### src/rtl/core/pcs_pkg.sv
// ----------------------------------------------------------------------------
// pcs_pkg
// Shared types and constants of the percentile contrast stretch block.
// ----------------------------------------------------------------------------
package pcs_pkg;

	localparam int unsigned PCT_W        = 7;
	localparam logic [6:0]  PCT_RESET    = 7'd99;
	localparam int unsigned GRAY_W       = 8;
	localparam logic [7:0]  GRAY_MAX     = 8'd255;
	localparam int unsigned PCT_DIV      = 100;

	typedef enum logic {
		KIND_STAT = 1'b0,
		KIND_MAP  = 1'b1
	} kind_t;

endpackage

### src/rtl/core/pcs_back.sv
// ----------------------------------------------------------------------------
// pcs_back
// Pops queued map pixels, each with the minimum and threshold in force when
// it was accepted, and computes the stretched gray level with a radix-2
// restoring divider, one quotient bit per cycle.
// ----------------------------------------------------------------------------
module pcs_back #(
	parameter int unsigned PB = 12
) (
	input  logic                       clk,
	input  logic                       arst_n,
	input  logic                       q_push,
	input  logic [PB-1:0]              q_pixel,
	input  logic [PB-1:0]              min_val,
	input  logic [PB-1:0]              thr_val,
	output logic                       q_full,
	output logic                       strobe,
	output logic [pcs_pkg::GRAY_W-1:0] gray,
	output logic [PB-1:0]              threshold
);

	localparam int unsigned NW = PB + 8;
	localparam int unsigned DEPTH = 4;

	typedef enum logic [1:0] { ST_IDLE, ST_DIV, ST_OUT } state_t;

	logic [3*PB-1:0]         fifo_q [DEPTH];
	logic [1:0]              wp_q, rp_q;
	logic [2:0]              cnt_q;
	state_t                  state_q;
	logic [NW-1:0]           num_q;
	logic [NW-1:0]           quo_q;
	logic [NW:0]             rem_q;
	logic [4:0]              bit_q;
	logic                    sat_q;
	logic [PB-1:0]           dthr_q;
	logic [NW:0]             rem_sh;
	logic [PB-1:0]           p_head;
	logic [PB-1:0]           min_head;
	logic [PB-1:0]           thr_head;
	logic [PB-1:0]           diff;
	logic                    pop;

	assign q_full = (cnt_q >= 3'(DEPTH - 1));
	assign {thr_head, min_head, p_head} = fifo_q[rp_q];
	assign diff   = (p_head > min_head) ? p_head - min_head : '0;
	assign pop    = (state_q == ST_IDLE) && (cnt_q != '0);
	assign rem_sh = {rem_q[NW-1:0], num_q[NW-1]};

	always_ff @(posedge clk) begin
		if (q_push) fifo_q[wp_q] <= {thr_val, min_val, q_pixel};
	end

	always_ff @(posedge clk or negedge arst_n) begin
		if (!arst_n) begin
			wp_q      <= '0;
			rp_q      <= '0;
			cnt_q     <= '0;
			state_q   <= ST_IDLE;
			strobe    <= 1'b0;
			gray      <= '0;
			threshold <= '0;
			num_q     <= '0;
			quo_q     <= '0;
			rem_q     <= '0;
			bit_q     <= '0;
			sat_q     <= 1'b0;
			dthr_q    <= '0;
		end else begin
			strobe <= 1'b0;
			if (q_push) wp_q <= wp_q + 1'b1;
			if (pop) rp_q <= rp_q + 1'b1;
			cnt_q <= cnt_q + 3'(q_push) - 3'(pop);
			unique case (state_q)
				ST_IDLE: begin
					if (pop) begin
						sat_q   <= !(p_head < thr_head);
						dthr_q  <= thr_head;
						num_q   <= NW'(diff) * NW'(pcs_pkg::GRAY_MAX);
						quo_q   <= '0;
						rem_q   <= '0;
						bit_q   <= 5'(NW);
						state_q <= ST_DIV;
					end
				end
				ST_DIV: begin
					num_q <= num_q << 1;
					if (rem_sh >= {1'b0, 8'b0, dthr_q}) begin
						rem_q <= rem_sh - (NW+1)'(dthr_q);
						quo_q <= {quo_q[NW-2:0], 1'b1};
					end else begin
						rem_q <= rem_sh;
						quo_q <= {quo_q[NW-2:0], 1'b0};
					end
					bit_q <= bit_q - 1'b1;
					if (bit_q == 5'd1) state_q <= ST_OUT;
				end
				ST_OUT: begin
					strobe    <= 1'b1;
					threshold <= dthr_q;
					if (sat_q || quo_q > NW'(pcs_pkg::GRAY_MAX)) gray <= pcs_pkg::GRAY_MAX;
					else gray <= quo_q[7:0];
					state_q <= ST_IDLE;
				end
				default: state_q <= ST_IDLE;
			endcase
		end
	end

endmodule

### config.mk
export PLATFORM = sky130hd
export DESIGN_NAME = pcs_back
export DESIGN_NICKNAME = d
export VERILOG_FILES = /design/src/rtl/core/pcs_pkg.sv /design/src/rtl/core/pcs_back.sv
export SDC_FILE = /design/constraint.sdc
export NUM_CORES = 1
export LEC_CHECK = 0
export BUFFER_PORTS_ARGS = -buffer_cell sky130_fd_sc_hd__buf_4
export CORE_ASPECT_RATIO = 1.75
export CORE_MARGIN = 1
export CORE_UTILIZATION = 42
export CTS_BUF_LIST = sky130_fd_sc_hd__clkbuf_4 sky130_fd_sc_hd__clkbuf_8 sky130_fd_sc_hd__clkbuf_16
export DETAILED_ROUTE_END_ITERATION = 6
export PLACE_DENSITY_LB_ADDON = 0.2
export SYNTH_ARGS = -nofsm -noshare
export SYNTH_HDL_FRONTEND = slang
export SYNTH_SLANG_ARGS = --single-unit
### constraint.sdc
create_clock -name clk -period 8.4 [get_ports clk]
set_clock_uncertainty 0.2 [all_clocks]
set_input_delay 1.26 -clock clk [delete_from_list [all_inputs] [get_ports clk]]
set_output_delay 1.26 -clock clk [all_outputs]
set_load 0.02 [all_outputs]
Yosys cells after proc, flatten, opt, wreduce, memory -nomap -nowiden
Memory sizes are Yosys's and may differ from the RTL's.
Cells that the tools add are included.
{ "word_totals": {"regBits": 108, "ram_bits": 144, "input_bits": 39, "output_inout_bits": 22, "elab_cells": 59, "mem_count": 1} }
{ "mem_list": {"columns": ["memory", "words", "width", "rd", "rd_ports_with_merged_regs", "write_ports", "line", "rtl"], "rows": [
  ["fifo_q", 4, 36, 1, 0, 1, "pcs_back.sv:27", "logic [3*PB-1:0] fifo_q [DEPTH];"]
]} }
{ "op_classes": {"n_addsub": 7, "multipliers": 1, "magnitude_cmp": 5, "n_eq_ne": 5, "muxes": 18, "reduce_logical": 9} }
{ "op_table": {"columns": ["cell", "n"], "rows": [
  ["$pmux W20 S2", 3],
  ["$mux W20", 4],
  ["$ge A21 B12 Y1", 1],
  ["$gt A20 B8 Y1 const B", 1],
  ["$mul A12 B8 Y20 const B", 1],
  ["$sub A20 B12 Y20", 1],
  ["$gt A12 B12 Y1", 1],
  ["$lt A12 B12 Y1", 1],
  ["$mux W12", 1],
  ["$sub A12 B12 Y12", 1],
  ["$pmux W5 S2", 1],
  ["$mux W8", 1],
  ["$reduce_and A2 Y1", 3],
  ["$eq A5 B1 Y1 const B", 1],
  ["$mux W5", 1],
  ["$sub A5 B1 Y5 const B", 1],
  ["$add A2 B1 Y2 const B", 2],
  ["$mux W1", 4],
  ["$mux W2", 2],
  ["$ne A2 B2 Y1 const B", 2],
  ["$pmux W2 S2", 1],
  ["$add A3 B1 Y3", 1],
  ["$ge A3 B2 Y1 const B", 1],
  ["$reduce_bool A3 Y1", 1],
  ["8 further kinds", 8]
]} }

Longest topological paths before layout
Gate-level depths: netlist of the first run.
An unclocked memory read counts as a cell.
{ "depth": {"ltp_word": 6, "ltp_mapped": 31} }

Worst setup path after synthesis of the first run
OpenSTA, ideal clock, no wires.
{ "synth_timing": {"kind": "flip-flop to flip-flop", "startpoint": "register rp_q[0]", "endpoint": "register num_q[18]", "arrival_time_ps": 7267, "t_required_ps": 8065, "path_slack_ps": 798, "stages_incl_launch_ff": 32, "synth_period_minus_slack_ps": 7602, "path_cell_list": "dfrtp_1 -> buf_2 -> buf_2 -> buf_2 -> mux4_2 -> ha_1 -> a21oi_1 -> nor2b_1 -> o21ai_0 -> o211ai_1 -> inv_1 -> o21ai_0 -> o31a_1 -> buf_2 -> and2_1 -> fa_1 -> inv_1 -> fa_1 -> inv_1 -> fa_1 -> inv_1 -> fa_1 -> inv_1 -> ha_1 -> nor2_1 -> nor3b_1 -> o22ai_1 -> o311ai_0 -> a21oi_1 -> nor2_1 -> xnor2_1 -> o21ai_0"} }
{ "synth_via": {"elab_chain_cells": 6, "word_cells_on_any_way": 7, "cone_classes": "add/sub: 1; mul: 1; order compare: 1; mux: 3; memory: 1"} }
{ "synth_rtl": {"columns": ["item", "line", "rtl"], "rows": [
  ["start, declared", "pcs_back.sv:28", "logic [1:0] wp_q, rp_q;"],
  ["start signal, assigned", "pcs_back.sv:72", "if (pop) rp_q <= rp_q + 1'b1;"],
  ["$mem_v2 Z4 W36 (*)", null, null],
  ["$sub A12 B12 Y12 or $gt A12 B12 Y1 (tied branches)", "pcs_back.sv:46", "assign diff = (p_head > min_head) ? p_head - min_head : '0;"],
  ["$mux W12 (*)", "pcs_back.sv:46", null],
  ["$mul A12 B8 Y20 (*)", "pcs_back.sv:79", "num_q <= NW'(diff) * NW'(pcs_pkg::GRAY_MAX);"],
  ["$mux W20 (*)", "pcs_back.sv:76", "if (pop) begin"],
  ["$pmux W20 S2 (*)", "pcs_back.sv:74", "unique case (state_q)"],
  ["end signal, assigned", "pcs_back.sv:79", null],
  ["end signal, assigned", "pcs_back.sv:87", "num_q <= num_q << 1;"],
  ["end, declared", "pcs_back.sv:31", "logic [NW-1:0] num_q;"]
]} }
Mark *: on every way between the ends. The rest lies on a longest branch, timed or not. The select of a mux whose other input is x is not followed.
A chain may end at the register's enable or synchronous reset.

Worst setup path after layout of the first run
{ "layout_timing": {"startpoint": "register rp_q[0]", "endpoint": "register num_q[17]"} }
Same word-level chain as after synthesis.

==> impl_metrics.yaml, run 1 <==
run_status:
  status: "complete, no violations"
finish:
  layout.nets: 1344
  fillers: 2947
  layout.cells.most_common: "sky130_fd_sc_hd__edfxtp_1"
  drive_gt1_share_pct: 13.9
  area.growth.synth_to_final_pct: 12.6
  seqCellArea_um2: 7030
  commonest_cells_after_routing_fill_and_taps_aside: "sky130_fd_sc_hd__edfxtp_1, sky130_fd_sc_hd__inv_1, sky130_fd_sc_hd__dfrtp_1"
  diodes: 0
  finish.instance_area_um2: 15200
  multi_input_comb_area_um2: 5820
yosys:
  synthesis.area_um2: 13500
  synth_area_per_cell_um2: 12.2
  synth-edff-count: 144
  syn_inst: 1112
  postSynth.asyncResetShare_pct: 42.9
  synth_warnings: 0
  netlist.area_leader.share_pct: 32.0
  synth.yosys.seq_area_share_pct: 51.9
  synthesis.nets: 1284
  yosysTopAreaCell: "sky130_fd_sc_hd__edfxtp_1"
  ys_types: 64
  number_of_storage_elements_in_the_synthesis_netlist: 252
  post_synth_main_area_contributors: "sky130_fd_sc_hd__edfxtp_1, sky130_fd_sc_hd__dfrtp_1, sky130_fd_sc_hd__ha_1, sky130_fd_sc_hd__fa_1, sky130_fd_sc_hd__mux4_2"
  synth_flop_cell: "sky130_fd_sc_hd__edfxtp_1"
sta:
  final_min_period_over_clock_period_pct: 90.3
  period_needed_ns: 7.59
  worst_slew_margin_relative_to_its_limit_pct: 30.0
  finalSetupViolCount: 0
  timing_worst_slew_pin_value_ns: 1.05
  unrepaired_setup_endpoints_after_global_routing: "no"
  clock.fmax_mhz: 132
  slew_viol_final: 0
  final-hold-violation-count: 0
  tns_setup_ns: 0
placed_design:
  total_of_buffers_placed_on_input_and_output_ports: 60
  dpl_cell_area_um2: 14400
  finalWeightedCongestion: 0.812
  dp_hpwl_um: 20100
clocking:
  cts_max_path_buffers: 3
  cts_max_level: 1
  clkSinkCount: 252
  clock-root-buffer: "sky130_fd_sc_hd__clkbuf_16"
  cts-hold-fix-buffers: 0
  cts_inserted_buffers: 25
  tritoncts: "built"
  clkSlewWorstSetupHoldPaths_ns: 0.06
  latest_clock_arrival_within_the_worst_skew_pair_ns: 0.55
  cts.repair_timing.setup_buffer_count: 0
  postCtsResizedCells: 0
detailed_routing:
  vias: 8317
  ant_nets: 0
  top_signal_layer_used: "met4"
  drt-total-wl_um: 27500
  dr_wl_met3_um: 725
  post_detailed_route_drc_marker_count: 0
  viasPerCell: 5.24
  detailroute.wirelength.met2_um: 14900
  drt_iter0_drcs: 275
  drt_first_pass_iters: 5
  wire_per_inst_um: 17.3
  met1_layer_wirelength_in_the_final_routing_um: 10700
die:
  core_area_um2: 31600
  dieHeight_um: 239
  die_width_um: 138
  design.portCount: 61
  row_count: 86
  initial_core_util_pct: 42.8
  die_area_um2: 33000
setup_path:
  critical_path_required_ns: 8.67
  critical_path_peak_fanout: 15
  setup.worst_path.start_class: "register"
  crit-reg2reg-launch: "rp_q[0]"
  end_kind: "register"
  cp-startpoint: "rp_q[0]"
  timing_worst_setup_path_type: "reg2reg"
  timing.critical_path.arrival_ns: 7.85
grt:
  number_of_global_route_vias_before_repair: 8927
  grt_start_max_net_pins: 69
  globalRoute.totalOverflow: 0
  grt_pass1_wl_um: 45500
  grt_usage_pct: 17.8
  antenna_found_initial: 0
job:
  drv.max_cap_violation_count: 0
hold_path:
  hp-start: "quo_q[16]"
  holdCritPathClass: "reg2reg"
==> logic make-up (layout without fill, tap and decap cells) <==
kind of cell	count (synthesis)	in the layout	synth area share [%]
simple gates	259	259	9.12
buf+inv	178	257	5.11
compound gates	203	203	9.43
fa+ha+maj	134	134	15.1
xor+xnor	42	42	2.72
flops	252	252	51.9
mux	44	44	6.58
==> routing by layer <==
layer / track usage (%) / up-vias
met5: 0 / -
met1: 19.8 / 4100
li1: - / 4046
met4: 8.62 / 0
met3: 1.93 / 53
met2: 33.2 / 118
==> stage by stage <==
step	std cells	hold slack (ns)	utilization, %	setup WS, ns
6_report	1587	0.281	48.1	0.815
5_1_grt	1587	0.313	48.1	0.0966
4_1_cts	1587	0.281	48.1	0.716
3_5_place_dp	1541	0.281	45.6	0.749
3_3_place_gp	1541	0.267	45.6	0.889
2_1_floorplan	1112	0.247	-	0.798
==> registers in the layout (all words and copies together), names as in the netlist, 3 cells and up <==
signal,count
num_q,20
dthr_q,12
rem_q,20
cnt_q,3
threshold,12
quo_q,20
fifo_q,144
bit_q,5
gray,8
==> cell type report <==
class | count | area share, %
clock buffer | 33 | 4.58
clock inverter | 13 | 0.756
inverter | 140 | 3.45
multi-input combinational | 682 | 38.2
sequential | 252 | 46.1
tap | 396 | 3.25
timing repair buffer | 71 | 3.58
==> cells in the mapped netlist (3+ instances only) <==
cell / n
sky130_fd_sc_hd__nand3_1: 42
sky130_fd_sc_hd__mux2i_1: 8
sky130_fd_sc_hd__and3_1: 4
sky130_fd_sc_hd__inv_1: 138
sky130_fd_sc_hd__or3_1: 5
sky130_fd_sc_hd__o21bai_1: 3
sky130_fd_sc_hd__fa_1: 49
sky130_fd_sc_hd__o22a_1: 8
sky130_fd_sc_hd__nand4_1: 7
sky130_fd_sc_hd__o31a_1: 4
sky130_fd_sc_hd__xnor2_1: 30
sky130_fd_sc_hd__nor2_1: 38
sky130_fd_sc_hd__a22o_1: 4
sky130_fd_sc_hd__edfxtp_1: 144
sky130_fd_sc_hd__ha_1: 84
sky130_fd_sc_hd__nor2b_1: 10
sky130_fd_sc_hd__o21a_1: 6
sky130_fd_sc_hd__and2_1: 17
sky130_fd_sc_hd__o21ai_1: 18
sky130_fd_sc_hd__buf_2: 7
sky130_fd_sc_hd__mux4_2: 36
sky130_fd_sc_hd__o21ai_0: 62
sky130_fd_sc_hd__a21oi_1: 38
sky130_fd_sc_hd__clkbuf_1: 27
sky130_fd_sc_hd__a21o_1: 13
sky130_fd_sc_hd__a211oi_1: 8
sky130_fd_sc_hd__dfrtp_1: 108
sky130_fd_sc_hd__xor2_1: 12
sky130_fd_sc_hd__nor3_1: 9
sky130_fd_sc_hd__a31oi_1: 5
sky130_fd_sc_hd__a222oi_1: 3
sky130_fd_sc_hd__a22oi_1: 11
sky130_fd_sc_hd__nor4_1: 5
sky130_fd_sc_hd__nand2_1: 103
sky130_fd_sc_hd__nand2b_1: 9
==> final timing paths <==
| kind | slack [ns] | to | cells past startpoint |
|---|---|---|---|
| setup / recovery | 0.81 | num_q[17] | 23 |
| max in group asynchronous | 6.18 | num_q[1] | 2 |
| min in group asynchronous | 0.49 | rem_q[9] | 1 |
| setup reg to reg | 0.81 | num_q[17] | 23 |
| hold reg to reg | 0.28 | quo_q[17] | 2 |
| hold / removal | 0.28 | quo_q[17] | 2 |
==> worst max-delay path: stages, from the launching register on <==
cell	delay [ns]
sky130_fd_sc_hd__dfrtp_2	0.57
sky130_fd_sc_hd__buf_4	0.34
sky130_fd_sc_hd__mux4_2	0.56
sky130_fd_sc_hd__ha_1	0.40
sky130_fd_sc_hd__nand4_1	0.21
sky130_fd_sc_hd__o211ai_1	0.34
sky130_fd_sc_hd__inv_1	0.06
sky130_fd_sc_hd__o21ai_0	0.32
sky130_fd_sc_hd__o31a_1	0.40
sky130_fd_sc_hd__buf_4	0.25
sky130_fd_sc_hd__and2_1	0.15
sky130_fd_sc_hd__ha_1	0.27
sky130_fd_sc_hd__fa_1	0.47
sky130_fd_sc_hd__fa_1	0.55
sky130_fd_sc_hd__inv_1	0.05
sky130_fd_sc_hd__fa_1	0.52
sky130_fd_sc_hd__inv_1	0.04
sky130_fd_sc_hd__ha_1	0.32
sky130_fd_sc_hd__a21boi_0	0.37
sky130_fd_sc_hd__o21ai_1	0.20
sky130_fd_sc_hd__o21ai_2	0.26
sky130_fd_sc_hd__a21oi_1	0.12
sky130_fd_sc_hd__or4b_1	0.47
sky130_fd_sc_hd__nand3_1	0.08
Power of run 1 is left out: the tool's default activity adds up to more than one toggle a clock period on the data nets, which glitch-free logic cannot reach.
==> run 2: changes to the inputs <==
--- a/config.mk
+++ b/config.mk
@@ -5,6 +5,7 @@
 export SDC_FILE = /design/constraint.sdc
 export NUM_CORES = 1
 export LEC_CHECK = 0
+export ABC_AREA = 1
 export BUFFER_PORTS_ARGS = -buffer_cell sky130_fd_sc_hd__buf_4
 export CORE_ASPECT_RATIO = 1.75
 export CORE_MARGIN = 1
==> impl_metrics.yaml, run 2 <==
clocking:
  latest_clock_arrival_within_the_worst_skew_pair_ns: 0.56
  postCtsResizedCells: 0
  clock-root-buffer: "sky130_fd_sc_hd__clkbuf_16"
  cts.repair_timing.setup_buffer_count: 0
  cts_max_path_buffers: 3
  clkSlewWorstSetupHoldPaths_ns: 0.07
  cts_max_level: 1
  cts_inserted_buffers: 24
  tritoncts: "built"
  clkSinkCount: 252
  cts-hold-fix-buffers: 0
detailed_routing:
  drt_first_pass_iters: 5
  viasPerCell: 5.00
  wire_per_inst_um: 15.6
  drt_iter0_drcs: 367
  post_detailed_route_drc_marker_count: 0
  drt-total-wl_um: 32300
  ant_nets: 0
  vias: 10400
grt:
  globalRoute.totalOverflow: 0
  antenna_found_initial: 0
  grt_usage_pct: 19.4
  number_of_global_route_vias_before_repair: 10600
  grt_start_max_net_pins: 75
  grt_pass1_wl_um: 53600
sta:
  slew_viol_final: 0
  worst_slew_margin_relative_to_its_limit_pct: 26.7
  unrepaired_setup_endpoints_after_global_routing: "no"
  finalSetupViolCount: 0
  period_needed_ns: 7.14
  timing_worst_slew_pin_value_ns: 1.10
  final-hold-violation-count: 0
  tns_setup_ns: 0
  setup_ws_ns: 1.26
  final_min_period_over_clock_period_pct: 85.1
  clock.fmax_mhz: 140
yosys:
  synthesis.nets: 1721
  syn_inst: 1549
  postSynth.asyncResetShare_pct: 42.9
  synth.most_common_cell: "sky130_fd_sc_hd__nand2_1"
  synth_common_cells: "sky130_fd_sc_hd__nand2_1, sky130_fd_sc_hd__inv_1, sky130_fd_sc_hd__edfxtp_1"
  number_of_storage_elements_in_the_synthesis_netlist: 252
  netlist.area_leader.share_pct: 29.8
  synth_flop_cell: "sky130_fd_sc_hd__edfxtp_1"
  yosysTopAreaCell: "sky130_fd_sc_hd__edfxtp_1"
  post_synth_main_area_contributors: "sky130_fd_sc_hd__edfxtp_1, sky130_fd_sc_hd__dfrtp_1, sky130_fd_sc_hd__nand2_1, sky130_fd_sc_hd__ha_1, sky130_fd_sc_hd__fa_1"
  synth.yosys.seq_area_share_pct: 48.4
  synth_warnings: 0
  synth_area_per_cell_um2: 9.38
  synthesis.area_um2: 14500
  synth-edff-count: 144
  ys_types: 55
setup_path:
  timing_worst_setup_path_type: "reg2reg"
  worst_path_max_delay_cell: "sky130_fd_sc_hd__buf_4"
  timing.critical_path.arrival_ns: 7.38
  critical_path_required_ns: 8.64
  cp_slowest_stage_delay_ns: 0.60
  critical_path_peak_fanout: 74
  setup.worst_path.start_class: "register"
  end_kind: "register"
finish:
  layout.cells.most_common: "sky130_fd_sc_hd__nand2_1"
  final_util_pct: 48.2
  layout.cells.non_filler: 2077
  layout.nets: 1776
  commonest_cells_after_routing_fill_and_taps_aside: "sky130_fd_sc_hd__nand2_1, sky130_fd_sc_hd__inv_1, sky130_fd_sc_hd__edfxtp_1"
  drive_gt1_share_pct: 10.9
  largest_register_ffs: 144
  diodes: 0
  area.growth.synth_to_final_pct: 12.4
  max_flop_register: "fifo_q"
hold_path:
  holdCritPathClass: "reg2reg"
die:
  row_count: 89
  design.portCount: 61
  dieHeight_um: 248
  die_width_um: 143
  initial_core_util_pct: 42.9
  core_area_um2: 33900
  die_area_um2: 35400
placed_design:
  total_of_buffers_placed_on_input_and_output_ports: 60
  finalWeightedCongestion: 0.909
  pre_cts_ws_ns: 1.23
  dp_hpwl_um: 24000
  dp_cells: 2033
job:
  drv.max_cap_violation_count: 0
run_status:
  status: "complete, no violations"
==> run 2: cell types whose count changed after synthesis, sizes merged, moves of 18 or more <==
cell,previous run,this run
nand3,43,84
a32o,0,22
inv,139,252
xnor2,30,12
nand2,103,390
mux4,36,0
nor2,38,91
o22ai,1,42
==> run 2: worst max-delay path: cells and delay by family, from the launching register on <==
family,cells,cell delay [ns]
adder cells (fa/ha/maj),6,2.93
AND/OR/NAND/NOR,12,1.29
AO/OA/AOI/OAI,4,1.25
buffers and inverters,6,0.97
flip-flops,1,0.36
==> run 2: cell families (layout without fill, tap and decap cells) <==
logic type / Yosys count / count (layout) / synth area share [%]
and+or+nand+nor: 611 / 611 / 18.4
buffers and inverters: 299 / 372 / 8.06
DFF: 252 / 252 / 48.4
AOI/OAI and AO/OA: 231 / 231 / 9.76
adders and majority gates: 133 / 133 / 14.0
xor gates and xnor gates: 23 / 23 / 1.39
==> run 2: final timing paths <==
path / startpoint / end / slack (ns) / depth (start not counted)
max: rp_q[0] / num_q[16] / 1.26 / 28
min: bit_q[3] / bit_q[3] / 0.28 / 1
max reg2reg: rp_q[0] / num_q[16] / 1.26 / 28
min reg2reg: bit_q[3] / bit_q[3] / 0.28 / 1
max in group asynchronous: arst_n / quo_q[11] / 6.23 / 2
min in group asynchronous: arst_n / rem_q[10] / 0.49 / 1
==> run 2: through the flow <==
step	hold slack [ns]	area [um^2]
final	0.278	16300
after global routing	0.299	16300
after CTS	0.277	16300
after detailed placement	0.266	15500
after global placement	0.259	15500
after floorplan	0.241	14500
==> run 2: final cells by class <==
type,instances,area [um^2]
Inverter,253,950
Timing Repair Buffer,75,576
Clock buffer,31,696
Clock inverter,13,175
Sequential cell,252,7030
Fill cell,3257,17500
Tap cell,455,569
Multi-Input combinational cell,998,6340
==> run 2: routing by layer <==
metal | share of wire, % | wire length, um | track usage (%)
met5 | 0 | 0 | 0
met4 | 4.6 | 1480 | 9.42
met3 | 2.7 | 882 | 2.25
met2 | 54 | 17500 | 37.4
met1 | 38 | 12400 | 20.7
Power of run 2 is left out for the same reason.
==> run 3: changes to the inputs <==
--- a/config.mk
+++ b/config.mk
@@ -9,7 +9,7 @@
 export BUFFER_PORTS_ARGS = -buffer_cell sky130_fd_sc_hd__buf_4
 export CORE_ASPECT_RATIO = 1.75
 export CORE_MARGIN = 1
-export CORE_UTILIZATION = 42
+export CORE_UTILIZATION = 40
 export CTS_BUF_LIST = sky130_fd_sc_hd__clkbuf_4 sky130_fd_sc_hd__clkbuf_8 sky130_fd_sc_hd__clkbuf_16
 export DETAILED_ROUTE_END_ITERATION = 6
 export PLACE_DENSITY_LB_ADDON = 0.2
==> impl_metrics.yaml, run 3 (synthesis results as in run 2) <==
detailed_routing:
  post_detailed_route_drc_marker_count: 0
  vias: 10300
  wire_per_inst_um: 15.8
  drt-total-wl_um: 33000
  viasPerCell: 4.93
  drt_iter0_drcs: 444
  drt_first_pass_iters: 5
  ant_nets: 0
finish:
  largest_register_ffs: 144
  max_flop_register: "fifo_q"
  fillers: 3475
  area.growth.synth_to_final_pct: 12.1
  commonest_cells_after_routing_fill_and_taps_aside: "sky130_fd_sc_hd__nand2_1, sky130_fd_sc_hd__inv_1, sky130_fd_sc_hd__edfxtp_1"
  diodes: 0
  layout.cells.most_common: "sky130_fd_sc_hd__nand2_1"
  drive_gt1_share_pct: 10.9
  layout.nets: 1780
clocking:
  clock-root-buffer: "sky130_fd_sc_hd__clkbuf_16"
  tritoncts: "built"
  cts_max_level: 1
  clkSlewWorstSetupHoldPaths_ns: 0.06
  latest_clock_arrival_within_the_worst_skew_pair_ns: 0.55
  postCtsResizedCells: 0
  clkSinkCount: 252
  cts-hold-fix-buffers: 0
  cts_max_path_buffers: 3
  cts_inserted_buffers: 25
  cts.repair_timing.setup_buffer_count: 0
hold_path:
  hp-start: "bit_q[4]"
  min_path_cells: 1
  holdCritPathClass: "reg2reg"
sta:
  final_min_period_over_clock_period_pct: 86.5
  finalSetupViolCount: 0
  worst_slew_margin_relative_to_its_limit_pct: 42.7
  slew_viol_final: 0
  unrepaired_setup_endpoints_after_global_routing: "no"
  timing_worst_slew_pin_value_ns: 0.858
  fin_worst_hold_slack_ns: 0.281
  final-hold-violation-count: 0
  tns_setup_ns: 0
  period_needed_ns: 7.26
  clock.fmax_mhz: 138
grt:
  grt_usage_pct: 18.6
  number_of_global_route_vias_before_repair: 10800
  grt_start_max_net_pins: 75
  grt_pass1_wl_um: 54300
  globalRoute.totalOverflow: 0
  antenna_found_initial: 0
job:
  drv.max_cap_violation_count: 0
setup_path:
  timing_worst_setup_path_type: "reg2reg"
  critPathBufInv: 5
  cp_slowest_stage_delay_ns: 0.62
  critPathTopFamily: "adder cells"
  setup.worst_path.start_class: "register"
  cp.depth: 26
  critical_path_required_ns: 8.64
  crit-reg2reg-launch: "rp_q[0]"
  worst_path_max_delay_cell: "sky130_fd_sc_hd__inv_2"
  cp-startpoint: "rp_q[0]"
  critical_path_peak_fanout: 51
  end_kind: "register"
  timing.critical_path.arrival_ns: 7.50
  r2r_cells: 26
die:
  row_count: 92
  design.portCount: 61
  die_width_um: 146
  initial_core_util_pct: 40.5
  core_area_um2: 35900
  die_area_um2: 37100
  dieHeight_um: 254
placed_design:
  total_of_buffers_placed_on_input_and_output_ports: 60
  dp_hpwl_um: 24300
  finalWeightedCongestion: 0.916
run_status:
  status: "complete, no violations"
## run 3: worst reg2reg max path: stages, from the launching register on
cell,delay (ns)
sky130_fd_sc_hd__dfrtp_2,0.40
sky130_fd_sc_hd__inv_2,0.62
sky130_fd_sc_hd__buf_4,0.39
sky130_fd_sc_hd__nand2_1,0.08
sky130_fd_sc_hd__a32o_1,0.24
sky130_fd_sc_hd__ha_1,0.34
sky130_fd_sc_hd__a21oi_1,0.28
sky130_fd_sc_hd__o21ai_0,0.20
sky130_fd_sc_hd__nand2_1,0.09
sky130_fd_sc_hd__nand3_1,0.09
sky130_fd_sc_hd__or2_2,0.29
sky130_fd_sc_hd__nand3_1,0.23
sky130_fd_sc_hd__inv_1,0.18
sky130_fd_sc_hd__fa_1,0.59
sky130_fd_sc_hd__fa_1,0.53
sky130_fd_sc_hd__fa_1,0.54
sky130_fd_sc_hd__inv_1,0.05
sky130_fd_sc_hd__fa_1,0.53
sky130_fd_sc_hd__inv_1,0.04
sky130_fd_sc_hd__ha_1,0.34
sky130_fd_sc_hd__a21oi_1,0.18
sky130_fd_sc_hd__a21boi_0,0.28
sky130_fd_sc_hd__nor2_1,0.09
sky130_fd_sc_hd__nor2_1,0.13
sky130_fd_sc_hd__nand3_1,0.08
sky130_fd_sc_hd__nand3_1,0.09
sky130_fd_sc_hd__nand2_1,0.05
## run 3: area by class of cell
class                           instances  area [um^2]  area share [%]
Clock buffer                           33          692            4.25
Clock inverter                         12          101           0.622
Inverter                              253          950            5.83
Multi-Input combinational cell        998         6340            38.9
Sequential cell                       252         7030            43.2
Tap cell                              470          588            3.61
Timing Repair Buffer                   78          586            3.60
## run 3: routing by layer
metal  wire length, um  up-vias  global-route usage [%]
li1                  -     5215                       -
met2             18100      142                    36.6
met5                 0        -                       0
met4              1480        0                    8.93
met1             12800     4900                    19.4
met3               751       77                    1.92
## run 3: worst paths after layout
path | endpoint | slack (ns)
hold reg to reg | bit_q[4] | 0.28
setup / recovery | num_q[16] | 1.14
setup reg to reg | num_q[16] | 1.14
min in group asynchronous | rem_q[13] | 0.52
hold / removal | bit_q[4] | 0.28
max in group asynchronous | num_q[15] | 6.24
## run 3: metrics by stage
step	std cells	cell area (um^2)	setup WS [ns]	util [%]
finish	2096	16300	1.14	45.3
global route	2096	16300	0.571	45.3
floorplan	1549	14500	2.03	-
detailed placement	2051	15500	1.14	43.1
global placement	2051	15500	1.19	43.1
CTS	2096	16300	1.12	45.3
Power of run 3 is left out for the same reason.
